<file path="src/stq_pkg.sv">
// Shared types and constants for the sorted timer deadline queue.
// No dependencies; every other file imports this package.
package stq_pkg;

  localparam int QueueDepth  = 16;
  localparam int CountW      = $clog2(QueueDepth + 1);
  localparam int IdxW        = $clog2(QueueDepth);
  localparam int EntryCountW = 5;
  localparam int DeadlineW   = 64;
  localparam int TimeoutW    = 32;
  localparam int FreqW       = 32;
  localparam int HandlerW    = 8;
  localparam int ArgW        = 16;

  localparam logic [FreqW-1:0] ClockFreqReset = FreqW'(19200000);

  localparam logic OpAdd = 1'b0;
  localparam logic OpPop = 1'b1;

  // One held timer
  typedef struct packed {
    logic [DeadlineW-1:0] deadline;
    logic [HandlerW-1:0]  handler;
    logic [ArgW-1:0]      arg;
  } entry_t;

  // Command broadcast from the controller to every cell
  typedef struct packed {
    logic   ins;
    logic   pop;
    entry_t ent;
  } cell_cmd_t;

endpackage

</file>
<file path="src/stq_cell.sv">
// One slot of the sorted queue: holds an entry, compares it with the new
// deadline and shifts with its neighbors. Depends on stq_pkg.
module stq_cell (
  input  logic              clk_i,
  input  stq_pkg::cell_cmd_t cmd_i,
  input  logic              valid_i,
  input  logic              prev_keep_i,
  input  stq_pkg::entry_t   prev_ent_i,
  input  stq_pkg::entry_t   next_ent_i,
  output logic              keep_o,
  output stq_pkg::entry_t   ent_o
);
  import stq_pkg::*;

  entry_t ent_q, ent_d;

  // Keep the entry when it is held and not later than the new deadline
  assign keep_o = valid_i && (ent_q.deadline <= cmd_i.ent.deadline);

  // Hold, take the new entry, or shift from a neighbor
  always_comb begin
    ent_d = ent_q;
    if (cmd_i.pop) begin
      ent_d = next_ent_i;
    end else if (cmd_i.ins && !keep_o) begin
      if (prev_keep_i) begin
        ent_d = cmd_i.ent;
      end else begin
        ent_d = prev_ent_i;
      end
    end
  end

  always_ff @(posedge clk_i) begin
    ent_q <= ent_d;
  end

  assign ent_o = ent_q;

endmodule

</file>
<file path="config.mk">
export PLATFORM = sky130hd
export DESIGN_NAME = stq_cell
export DESIGN_NICKNAME = d
export VERILOG_FILES = /design/src/stq_pkg.sv /design/src/stq_cell.sv
export SDC_FILE = /design/constraint.sdc
export NUM_CORES = 1
export LEC_CHECK = 0
export BUFFER_PORTS_ARGS = -buffer_cell sky130_fd_sc_hd__buf_4
export CAP_MARGIN = 20
export CORE_AREA = 10 10 131 133
export DETAILED_ROUTE_END_ITERATION = 8
export DIE_AREA = 0 0 141 143
export PLACE_DENSITY = 0.77
export SYNTH_ARGS = -nofsm -noshare
export SYNTH_HDL_FRONTEND = slang
export SYNTH_SLANG_ARGS = --single-unit
export TNS_END_PERCENT = 20
</file>
<file path="constraint.sdc">
create_clock -name clk_i -period 6.13 [get_ports clk_i]
set_input_delay 1.839 -clock clk_i [delete_from_list [all_inputs] [get_ports clk_i]]
set_output_delay 1.839 -clock clk_i [all_outputs]
set_load 0.01 [all_outputs]
</file>
==> results by group <==
Status
  • Status: finished, final reports clean

Final layout
  • Layout Nets: 1286
  • Non-filler instance count after layout: 1142
  • Share of cells above drive strength 1: 0.396
  • Max reg flops: 88
  • Most frequent cells in the layout: buf_4, nand2_1, o21ai_0
  • Final core occ: 0.640
  • Synthesis-to-finish area growth: 52.7%
  • Antenna diode count: 0
  • Commonest non-fill, non-tap cell in the layout: buf_4

Place
  • HPWL Detailed: 18.9 mm
  • Placed Cells incl. Taps: 1126
  • Place WS: 0.452 ns
  • I/O Buffers: 357
  • Placer Congestion: 0.913

Synth
  • Flop and latch count out of synthesis: 88
  • Fraction of registers with async set/reset: 0
  • Area leader, netlist: edfxtp_1
  • Area contributors post-synth: edfxtp_1, mux2i_1, ha_1, o21ai_0, nand2_1
  • EDFF count, synth: 88
  • Syn_nets: 942
  • Ys flop type: edfxtp_1
  • Seq/Total Area, Yosys: 0.437
  • Synth Warn #: 0
  • Synth Area per Inst: 9.92 µm²
  • Cells after synthesis: 609
  • Count of different cell masters after synthesis: 32
  • Cell area after synthesis: 6040 µm²
  • Area share of the largest cell type after synthesis: 0.437

Clocking
  • Resized cells post-CTS: 0
  • CTS tree: yes
  • Clock Tree Buf Depth: 2
  • CTS Buf Count: 9
  • Worst-path clk slew: 0.06 ns
  • Hold Buf Count CTS: 0
  • Clock Sinks: 88
  • CTS Root Cell: clkbuf_16
  • H-tree levels: 3
  • Postcts setup bufs: 0
  • Clock Latency Late Sink: 0.34 ns

Setup path
  • WP data arrival: 3.85 ns
  • CP startpoint: cmd_i[31]
  • Worst-path fanout max: 3
  • CP Data Required Time: 4.29 ns
  • Cells on worst reg2reg path: 9
  • R2R Path End: ent_o[8]
  • R2R Setup Slk: 2.52 ns
  • RR Startpoint: ent_o[25]
  • Worst setup SP type: input pin
  • Setup crit end: keep_o
  • CP endpoint kind: primary output
  • Crit path kind: input pin to primary output

Timing
  • Setup-failing EPs final: 0
  • Worst slew pin tran: 1.07 ns
  • Final WS setup: 0.445 ns
  • Setup TNS: 0 ns
  • Final Hold Vio Count: 0
  • Fmax: 176 MHz
  • Final min period: 5.69 ns
  • Worst rel slew slack: 0.285
  • Final period util: 0.927
  • Fin. max-slew vios: 0
  • Worst Clk Skew: 0.00852 ns
  • Fin Hold WS: 1.65 ns
  • RSZ-0062 raised after global routing: no

Power and ir drop
  • Switching portion of total power: 0.272
  • VDD IR max: 0.114 mV
  • Clock power share: 0.316
  • Switch Pwr: 0.541 mW
  • Pleak: 4.68 nW
  • Logic pwr share: 0.286
  • Pint: 1.45 mW
  • Pwr dens: 215 nW/µm²
  • Sequential Power Share: 0.398

Detailed routing
  • Via/cell ratio: 5.07
  • Total wire length: 22.6 mm
  • WL per Instance: 19.8 µm
  • Detailed Route Iter0 Violations: 277
  • Initial DRT Pass Iterations: 7
  • # DRC: 0
  • Post-route ant nets: 0
  • Via Count: 5786

Die
  • Die W: 141 µm
  • Die area: 20200 µm²
  • IO Pins: 358
  • Area of the core: 14400 µm²
  • Die height: 143 µm
  • FP Rows: 44
  • Initial Utilization: 0.419

GRT
  • Initial antenna violation count: 0
  • Pin count of the biggest net entering global routing: 87
  • GRT Residual Overflow: 0
  • Total Routing Usage GR: 0.211
  • First-pass GRT wire length: 33.2 mm
  • Vias in the first global route: 6072

Hold path
  • Hold crit path type: flop to flop

Flow run
  • Maxcap violations: 0
==> metal layers <==
metal / track usage / up-vias / wire length (µm)
met1: 0.232 / 2653 / 8590
met2: 0.378 / 220 / 11800
met3: 0.0653 / 25 / 1760
met4: 0.0723 / 0 / 460
li1: - / 2888 / -
met5: 0 / - / 0
==> Yosys cell counts (2+ instances only) <==
library cell / n
nand4_1: 14
edfxtp_1: 88
buf_2: 3
buf_1: 2
o21ai_0: 92
ha_1: 64
inv_1: 64
nand2_1: 100
o21ai_1: 3
a21oi_1: 23
nor2_1: 2
clkbuf_1: 24
mux2i_1: 88
nand3_1: 8
o211ai_1: 2
nor4_1: 4
a21o_1: 5
a221oi_1: 2
and4_1: 3
nor2b_1: 2
a21boi_0: 2
nor3_1: 2
a221o_1: 3
==> power by group through the flow <==
| stage | clock network, mW | registers [mW] | logic (mW) |
|---|---|---|---|
| global route | 0.664 | 0.798 | 0.627 |
| finish | 0.628 | 0.790 | 0.569 |
| detailed placement | 0 | 0.802 | 0.574 |
| floorplan | 0 | 0.833 | 0.215 |
| global placement | 0 | 0.800 | 0.564 |
| CTS | 0.638 | 0.790 | 0.576 |
==> worst max-delay path: stages <==
cell	delay, ns
buf_4	0.09
inv_1	0.04
ha_1	0.32
a21oi_1	0.15
o21ai_1	0.09
a221o_1	0.31
or3_1	0.43
a21oi_1	0.16
o21ai_1	0.11
a21boi_0	0.17
buf_4	0.15
==> how the worst min path moves through the flow <==
stage / end / cells after the start / from / slack, ns
floorplan: ent_o[85] / 2 / next_ent_i[85] / 2.03
global placement: ent_o[54] / 5 / ent_o[87] / 1.58
detailed placement: ent_o[58] / 5 / ent_o[87] / 1.66
CTS: ent_o[34] / 5 / ent_o[87] / 1.69
global route: ent_o[46] / 5 / ent_o[87] / 1.76
finish: ent_o[63] / 5 / ent_o[87] / 1.65
==> final cells by class <==
type | count | area, µm²
well taps | 184 | 230
flip-flops and latches | 88 | 2640
clock buffers | 9 | 225
clock inverters | 7 | 110
inverters | 64 | 240
multi-input cells | 428 | 3050
repair buffers | 362 | 2730
fillers | 1234 | 5200
==> logic make-up (layout without fill, tap and decap cells) <==
logic type	after synthesis	count (layout)	synth area share
multiplexers	88	88	0.146
adder cells (fa/ha/maj)	64	64	0.133
AO/OA/AOI/OAI	138	138	0.126
AND/OR/NAND/NOR	138	138	0.0998
flip-flops	88	88	0.437
buffers and inverters	93	442	0.0584
==> through the flow <==
step	power [mW]	instance area, µm²
floorplan	1.05	6040
global placement	1.36	8890
detailed placement	1.38	8890
CTS	2.00	9230
global route	2.09	9230
finish	1.99	9230
(Power assumes the default switching activity.)
